$ cat config.mk
export PLATFORM = sky130hd
export DESIGN_NAME = rational_arithmetic_unit_core
export DESIGN_NICKNAME = d
export VERILOG_FILES = /design/src/rau_pkg.sv /design/src/rational_arithmetic_unit_core.sv /design/src/rau_divider.sv
export SDC_FILE = /design/constraint.sdc
export NUM_CORES = 2
export LEC_CHECK = 0
export BUFFER_PORTS_ARGS = -buffer_cell sky130_fd_sc_hd__buf_2
export CORE_ASPECT_RATIO = 0.7
export CORE_MARGIN = 2
export CORE_UTILIZATION = 30
export DETAILED_ROUTE_END_ITERATION = 12
export MAX_ROUTING_LAYER = met4
export PLACE_DENSITY = 0.45
export SLEW_MARGIN = 20
export SYNTH_ARGS = -nofsm -noshare
export SYNTH_HDL_FRONTEND = slang
export SYNTH_SLANG_ARGS = --single-unit
$ cat constraint.sdc
create_clock -name clk -period 7.8 [get_ports clk]
set_clock_uncertainty 0.15 [all_clocks]
set_input_delay 1.56 -clock clk [delete_from_list [all_inputs] [get_ports clk]]
set_output_delay 1.56 -clock clk [all_outputs]
set_load 0.005 [all_outputs]
$ cat src/rau_pkg.sv
// ----------------------------------------------------------------------------
// rau_pkg
// Types and constants of the rational arithmetic unit.
// ----------------------------------------------------------------------------
package rau_pkg;

  localparam int RES_NUM_W = 33;
  localparam int RES_DEN_W = 32;

  typedef enum logic [2:0] {
    ACT_ADD = 3'd0,
    ACT_SUB = 3'd1,
    ACT_MUL = 3'd2,
    ACT_DIV = 3'd3,
    ACT_EQ  = 3'd4,
    ACT_GT  = 3'd5,
    ACT_LT  = 3'd6,
    ACT_NOP = 3'd7
  } action_t;

  typedef enum logic [2:0] {
    ST_IDLE,
    ST_MUL,
    ST_FORM,
    ST_GCD,
    ST_GSHIFT,
    ST_DIVN,
    ST_DIVD,
    ST_FIN
  } state_t;

endpackage

$ cat src/rational_arithmetic_unit_core.sv
// Each accepted word runs through the four multiply steps and the form step; compares and zero
// denominators then go straight to the output, other actions first run the binary GCD, the
// shift back by the common factors of two and the two divisions by the GCD.
// The shared units hold one item, so a new word is taken only once the last one is done.
// A finished result waits in the output register while the next word is taken.
// Synchronous active-high reset clears the sequencer and the output valid.
// ----------------------------------------------------------------------------
// rational_arithmetic_unit_core
// Fraction add, subtract, multiply, divide and compare with GCD reduction.
// ----------------------------------------------------------------------------
module rational_arithmetic_unit_core #(
  parameter int OPERAND_WIDTH = 16
) (
  input  logic                                clk,
  input  logic                                rst,
  input  logic                                s_tvalid,
  output logic                                s_tready,
  // a_num, a_den, b_num, b_den from bit 0 up, zero padded
  input  logic [((4*OPERAND_WIDTH+7)/8)*8-1:0] s_tdata,
  // action
  input  logic [2:0]                          s_tuser,
  output logic                                m_tvalid,
  input  logic                                m_tready,
  // res_num, res_den from bit 0 up, zero padded
  output logic [71:0]                         m_tdata,
  // status
  output logic                                m_tuser
);

  localparam int OW   = OPERAND_WIDTH;
  localparam int XW   = OW + 1;
  localparam int NW   = 2 * XW;
  localparam int KW   = $clog2(NW + 1);
  localparam int NUMW = rau_pkg::RES_NUM_W;
  localparam int DENW = rau_pkg::RES_DEN_W;

  rau_pkg::state_t state, state_next;

  logic [2:0]           act;
  logic signed [XW-1:0] an, ad, bn, bd;
  logic [1:0]           mcnt;
  logic signed [NW-1:0] prod [4];
  logic signed [XW-1:0] mul_a, mul_b;
  logic signed [NW-1:0] mul_p;
  logic signed [NW-1:0] sum, dif, fn, fd;
  logic [NW-1:0]        mn, md, gx, gy, qn;
  logic [KW-1:0]        k;
  logic                 neg;
  logic [NUMW-1:0]      rnum;
  logic [DENW-1:0]      rden;
  logic                 rstat;
  logic [NUMW-1:0]      out_num;
  logic [DENW-1:0]      out_den;
  logic                 out_st;
  logic                 div_start, div_done;
  logic [NW-1:0]        div_dividend, div_quot;
  logic                 gcd_end, cmp_act, out_free;
  logic signed [NW-1:0] sq;
  logic signed [XW-1:0] in_an, in_ad, in_bn, in_bd;

  assign s_tready = (state == rau_pkg::ST_IDLE);
  assign out_free = !m_tvalid || m_tready;
  assign m_tdata  = {7'd0, out_den, out_num};
  assign m_tuser  = out_st;

  assign in_an = XW'(signed'(s_tdata[OW-1:0]));
  assign in_ad = XW'(signed'(s_tdata[2*OW-1:OW]));
  assign in_bn = XW'(signed'(s_tdata[3*OW-1:2*OW]));
  assign in_bd = XW'(signed'(s_tdata[4*OW-1:3*OW]));

  // The one multiplier steps through the four cross products.
  always_comb begin
    unique case (mcnt)
      2'd0: begin mul_a = an; mul_b = bd; end
      2'd1: begin mul_a = ad; mul_b = bn; end
      2'd2: begin mul_a = an; mul_b = bn; end
      default: begin mul_a = ad; mul_b = bd; end
    endcase
  end
  assign mul_p = NW'(mul_a) * NW'(mul_b);

  assign sum = prod[0] + prod[1];
  assign dif = prod[0] - prod[1];
  assign cmp_act = (act == rau_pkg::ACT_EQ) || (act == rau_pkg::ACT_GT) ||
                   (act == rau_pkg::ACT_LT) || (act == rau_pkg::ACT_NOP);

  always_comb begin
    fn = prod[2];
    fd = prod[3];
    unique case (act)
      rau_pkg::ACT_ADD: begin fn = sum;     fd = prod[3]; end
      rau_pkg::ACT_SUB: begin fn = dif;     fd = prod[3]; end
      rau_pkg::ACT_MUL: begin fn = prod[2]; fd = prod[3]; end
      rau_pkg::ACT_DIV: begin fn = prod[0]; fd = prod[1]; end
      default: begin fn = prod[2]; fd = prod[3]; end
    endcase
  end

  assign gcd_end      = (gx == '0) || (gy == '0);
  assign div_start    = ((state == rau_pkg::ST_GSHIFT) && (k == '0)) ||
                        ((state == rau_pkg::ST_DIVN) && div_done);
  assign div_dividend = (state == rau_pkg::ST_GSHIFT) ? mn : md;
  assign sq = neg ? -signed'(qn) : signed'(qn);

  rau_divider #(.NW(NW)) u_div (
    .clk      (clk),
    .rst      (rst),
    .start    (div_start),
    .dividend (div_dividend),
    .divisor  (gx),
    .done     (div_done),
    .quotient (div_quot)
  );

  always_ff @(posedge clk) begin
    if (rst) state <= rau_pkg::ST_IDLE;
    else     state <= state_next;
  end

  always_comb begin
    state_next = state;
    unique case (state)
      rau_pkg::ST_IDLE:   if (s_tvalid) state_next = rau_pkg::ST_MUL;
      rau_pkg::ST_MUL:    if (mcnt == 2'd3) state_next = rau_pkg::ST_FORM;
      rau_pkg::ST_FORM: begin
        if (cmp_act || fd == '0) state_next = rau_pkg::ST_FIN;
        else                     state_next = rau_pkg::ST_GCD;
      end
      rau_pkg::ST_GCD:    if (gcd_end) state_next = rau_pkg::ST_GSHIFT;
      rau_pkg::ST_GSHIFT: if (k == '0) state_next = rau_pkg::ST_DIVN;
      rau_pkg::ST_DIVN:   if (div_done) state_next = rau_pkg::ST_DIVD;
      rau_pkg::ST_DIVD:   if (div_done) state_next = rau_pkg::ST_FIN;
      rau_pkg::ST_FIN:    if (out_free) state_next = rau_pkg::ST_IDLE;
      default:            state_next = rau_pkg::ST_IDLE;
    endcase
  end

  always_ff @(posedge clk) begin
    if (rst) begin
      m_tvalid <= 1'b0;
      mcnt     <= '0;
    end else begin
      if (state == rau_pkg::ST_FIN && out_free) m_tvalid <= 1'b1;
      else if (m_tready)                         m_tvalid <= 1'b0;
      unique case (state)
        rau_pkg::ST_IDLE: mcnt <= '0;
        rau_pkg::ST_MUL:  mcnt <= mcnt + 1'b1;
        default: ;
      endcase
    end
  end

  always_ff @(posedge clk) begin
    unique case (state)
      rau_pkg::ST_IDLE: begin
        act <= s_tuser;
        // Compares work on positive denominators.
        if (s_tuser >= rau_pkg::ACT_EQ && in_ad < 0) begin
          an <= -in_an;
          ad <= -in_ad;
        end else begin
          an <= in_an;
          ad <= in_ad;
        end
        if (s_tuser >= rau_pkg::ACT_EQ && in_bd < 0) begin
          bn <= -in_bn;
          bd <= -in_bd;
        end else begin
          bn <= in_bn;
          bd <= in_bd;
        end
      end
      rau_pkg::ST_MUL: prod[mcnt] <= mul_p;
      rau_pkg::ST_FORM: begin
        rden  <= DENW'(1);
        rstat <= 1'b0;
        if (cmp_act) begin
          priority case (act)
            rau_pkg::ACT_EQ: rnum <= NUMW'(dif == '0);
            rau_pkg::ACT_GT: rnum <= NUMW'(dif > 0);
            rau_pkg::ACT_LT: rnum <= NUMW'(dif < 0);
            default:         rnum <= '0;
          endcase
        end else if (fd == '0) begin
          rnum  <= '0;
          rden  <= '0;
          rstat <= 1'b1;
        end
        mn  <= fn[NW-1] ? NW'(-fn) : NW'(fn);
        md  <= fd[NW-1] ? NW'(-fd) : NW'(fd);
        gx  <= fn[NW-1] ? NW'(-fn) : NW'(fn);
        gy  <= fd[NW-1] ? NW'(-fd) : NW'(fd);
        neg <= fn[NW-1] ^ fd[NW-1];
        k   <= '0;
      end
      rau_pkg::ST_GCD: begin
        // Binary GCD: one shift or one subtract per cycle.
        priority if (gcd_end) begin
          if (gx == '0) gx <= gy;
        end else if (!gx[0] && !gy[0]) begin
          gx <= gx >> 1;
          gy <= gy >> 1;
          k  <= k + 1'b1;
        end else if (!gx[0]) begin
          gx <= gx >> 1;
        end else if (!gy[0]) begin
          gy <= gy >> 1;
        end else if (gx <= gy) begin
          gy <= gy - gx;
        end else begin
          gx <= gx - gy;
        end
      end
      rau_pkg::ST_GSHIFT: begin
        if (k != '0) begin
          gx <= gx << 1;
          k  <= k - 1'b1;
        end
      end
      rau_pkg::ST_DIVN: if (div_done) qn <= div_quot;
      rau_pkg::ST_DIVD: begin
        if (div_done) begin
          rnum <= NUMW'(sq);
          rden <= DENW'(div_quot);
        end
      end
      rau_pkg::ST_FIN: begin
        if (out_free) begin
          out_num <= rnum;
          out_den <= rden;
          out_st  <= rstat;
        end
      end
      default: ;
    endcase
  end

endmodule

$ cat src/rau_divider.sv
// ----------------------------------------------------------------------------
// rau_divider
// Restoring unsigned divider, one quotient bit per cycle.
// ----------------------------------------------------------------------------
module rau_divider #(
  parameter int NW = 34
) (
  input  logic          clk,
  input  logic          rst,
  input  logic          start,
  input  logic [NW-1:0] dividend,
  input  logic [NW-1:0] divisor,
  output logic          done,
  output logic [NW-1:0] quotient
);

  localparam int CW = $clog2(NW + 1);

  logic [NW-1:0] q;
  logic [NW:0]   r;
  logic [NW-1:0] dvs;
  logic [CW-1:0] cnt;
  logic          busy;
  logic [NW:0]   r_shift;
  logic [NW:0]   diff;

  assign r_shift  = {r[NW-1:0], q[NW-1]};
  assign diff     = r_shift - {1'b0, dvs};
  assign quotient = q;

  always_ff @(posedge clk) begin
    if (rst) begin
      busy <= 1'b0;
      done <= 1'b0;
      cnt  <= '0;
    end else begin
      done <= 1'b0;
      if (start) begin
        busy <= 1'b1;
        cnt  <= CW'(NW);
      end else if (busy) begin
        cnt <= cnt - 1'b1;
        if (cnt == CW'(1)) begin
          busy <= 1'b0;
          done <= 1'b1;
        end
      end
    end
  end

  always_ff @(posedge clk) begin
    if (start) begin
      q   <= dividend;
      r   <= '0;
      dvs <= divisor;
    end else if (busy) begin
      if (!diff[NW]) begin
        r <= diff;
        q <= {q[NW-2:0], 1'b1};
      end else begin
        r <= r_shift;
        q <= {q[NW-2:0], 1'b0};
      end
    end
  end

endmodule

==> summary.md <==
| Metric | Value |
|---|---|
| Met3 Usage GRT | `0.0462` |
| #FFs+latches synth | `about 630` |
| HP Class | `reg2reg` |
| Fin. Hold Viols | `0` |
| Clock Tree Buf Depth | `3` |
| Vias in the first global route | `between 30000 and 40000` |
| Die ar. | `between 150000 and 200000 um^2` |
| Initial core utilization | `0.302` |
| Relative slew margins | `0.274` |
| R2r startpoint | `mcnt[1]$_SDFFE_PP0P_` |
| Worst reg-to-reg setup slack | `about 0.13 ns` |
| Total global-route track usage | `0.228` |
| Post-synth EDFFs | `a little under 600` |
| Most common cell in the netlist | `inv_1` |
| Placer's final routability congestion estimate | `0.980` |
| DRT Pass-1 Iters | `6` |
| Worst Path Arrival | `7.97 ns` |
| Core area | `between 150000 and 200000 um^2` |
| H-Tree Depth | `3` |
| Layout fillers | `roughly 17000` |
| CP Max Fanout | `5` |
| Area of the multi-input gates | `28300 um^2` |
| Final WL | `186 mm` |
| Post-synth ARST share | `0` |
| Area grow syn2layout | `16.3%` |
| Post-synth top area share | `0.354` |
| RSZ-0062 raised after global routing | `yes` |
| Max Cap Viol | `0` |
| Combinational family with the most area after synthesis | `adder cells` |
| Synth Area in Adders | `0.191` |
| Fmax | `about 130 MHz` |
| I/O pin cnt | `roughly 150` |
| GRT overflow | `0` |
| Die Y | `around 340 um` |
| CP Capture Type | `register` |
| Crit path launch type | `register` |
| GR peak layer | `met1` |
| Minimum clock period | `~7.7 ns` |
| CTS buffer count | `72` |
| First-pass GRT wire length | `approximately 270 mm` |
| CTS tree | `built` |
| Final Cell Area | `between 50000 and 60000 um^2` |
| Avg WL per Cell | `around 24 um` |
| Initial antenna violation count | `12` |
| Syn_area_per_cell | `between 9 and 10 um^2` |
| Largest net degree at the start of global routing | `74` |
| Clock root cell | `clkbuf_16` |
| Clock latency on the worst-skew pair | `about 0.7 ns` |
| Area contributors post-synth | `edfxtp_1 35%, fa_1 12%, ha_1 6.9%, inv_1 4.5%, nor2_1 3.8%` |
| Post-synthesis mux area share | `0.0249` |
| CTS Sinks | `approximately 630` |
| YS warnings | `0` |
| Hold depth | `0` |
| Syn Std Cell Area | `a little under 50000 um^2` |
| Share of cells above drive strength 1 | `0.142` |
| PortBufs | `between 100 and 150` |
| Sequential cell area | `18500 um^2` |
| Worst Hold Endpoint | `out_num[13]$_DFFE_PP_` |
| Most frequent CP cell | `fa_1` |
| M2 GR Usage | `0.274` |
| Status | `complete, no violations` |
| Cell variety after synth | `around 120` |
| Drt drc | `0` |
| Reg clk slew, reported paths | `around 0.07 ns` |
| Worst Hold Margin | `approximately 0.26 ns` |
| DR vias | `~40000` |
| Post-DP HPWL | `about 150 mm` |
| R2R cell count | `29` |
| Fin nets | `about 6000` |
| Tcrit/Tclk final | `0.983` |
| Post-DP Area | `~54000 um^2` |
| Cell taking the most area after synthesis | `edfxtp_1` |
| Met1 Track Usage GR | `0.375` |
| Sequential element share of the synthesized area | `0.374` |
| Final core utilization | `0.352` |
| # hold bufs at CTS | `0` |
| Post-route ant nets | `0` |
| Simple logic cell fraction of the synthesized area | `0.136` |
| Worst R2R End | `prod[2][33]$_DFFE_PP_` |
| Avg Vias per Cell | `approximately 5.3` |
| Syn Inst Count | `5061` |
| Die Wd | `489 um` |
| Worst-margin pin slew | `approximately 1.1 ns` |
| Ys flop type | `edfxtp_1` |
| Std-Cell Rows | `124` |
| Class of the most critical setup path | `reg2reg` |
| Largest stage delay, worst path | `0.65 ns` |
| Slew Viols, Final | `0` |
| DR iter-0 viols | `about 4600` |
| Setup violators final | `0` |
| Xor/xnor share of the synthesized area | `0.0569` |
| Hold_sp | `rnum[13]$_SDFFCE_PN0P_` |
| Slowest CP cell | `fa_2` |
| Top cells by count, synth | `588 x inv_1, 583 x edfxtp_1, 500 x nor2_1, 412 x nand2_1, 354 x a21oi_1` |
| CP Data Required Time | `approximately 8.1 ns` |
| Synth Area in Compound Gates | `0.150` |
## worst max-delay path: cells and delay by family (launching register included)
| family | cells | cell delay (ns) |
|---|---|---|
| fa+ha+maj | 8 | 3.84 |
| buf+inv | 9 | 1.04 |
| simple gates | 5 | 0.78 |
| mux | 1 | 0.34 |
| compound gates | 6 | 0.85 |
| flops | 1 | 0.38 |
## cell usage in the layout, fill, tap and decap left out, drive strengths merged, types with 17 or more instances in the layout
cell type and instances:
or3 31, nand2 413, dfxtp 48, nor3 86, a21oi 355, mux2 35, xor2 118, nand2b 42
and3 28, o22ai 26, a221oi 26, o21ai 248, nor4 49, o21bai 27, a22oi 31, ha 272
a21o 84, buf 432, a211oi 33, nor2 501, or2 24, edfxtp 583, nand4 37, xnor2 203
and2 48, o31ai 44, clkinv 33, nor2b 48, a31oi 80, o41ai 17, inv 597, fa 302
o21a 36, or4 17, nand3 74, mux2i 83, clkbuf 82
## registers in the layout, summed over array words and instances (netlist names), 34 cells and up
name / count
gx: 34
gy: 34
md: 34
mn: 34
prod: 136
u_div.dvs: 34
u_div.quotient: 34
u_div.r: 34
## worst max path at each step
stage                         startpoint                     to  depth (start not counted)
floorplan           mcnt[0]$_SDFFE_PP0P_  prod[0][32]$_DFFE_PP_                         30
global placement    mcnt[1]$_SDFFE_PP0P_  prod[0][33]$_DFFE_PP_                         30
detailed placement  mcnt[0]$_SDFFE_PP0P_  prod[0][33]$_DFFE_PP_                         30
CTS                 mcnt[1]$_SDFFE_PP0P_  prod[0][33]$_DFFE_PP_                         33
global route        mcnt[0]$_SDFFE_PP0P_  prod[2][32]$_DFFE_PP_                         31
finish              mcnt[1]$_SDFFE_PP0P_  prod[2][33]$_DFFE_PP_                         29
## layer usage
layer,part of all wire,vias to the layer above
met4,0.018,0
met1,0.53,20200
li1,-,18200
met5,0,-
met2,0.36,1515
met3,0.093,162
## metrics by stage
step,instances,TNS (ns),setup slack [ns]
floorplan,5067,0,0.0415
global placement,7435,-3.41,-0.288
detailed placement,7435,-4.34,-0.331
CTS,7580,0,0.00667
global route,7607,-1.48,-0.130
finish,7608,0,0.135
## area by class of cell
type	count	area share
Timing Repair Buffer	435	0.0569
Clock buffer	79	0.0318
Antenna cell	1	0.0000435
Inverter	592	0.0388
Sequential cell	631	0.321
Clock inverter	51	0.00973
Tap cell	2205	0.0480
Multi-Input combinational cell	3614	0.493
## cells by family (layout without fill, tap and decap cells)
| kind of cell | count (synthesis) | in the layout |
|---|---|---|
| AOI/OAI and AO/OA | 1151 | 1151 |
| xor gates and xnor gates | 321 | 321 |
| adders and majority gates | 574 | 574 |
| buffers and inverters | 822 | 1157 |
| DFF | 631 | 631 |
| muxes | 118 | 118 |
| other | 1 | 8 |
| and+or+nand+nor | 1443 | 1443 |
## what timing repair did
item,4_1_cts,5_1_grt
setup endpoints to repair,24,24
resized for setup,64,80
cloned,3,3
buffers inserted,12,27
hold endpoints to repair,0,0
pin swaps,20,58
Power is left out: the tool's default activity adds up to more than one toggle a clock period on the data nets, which glitch-free logic cannot reach.
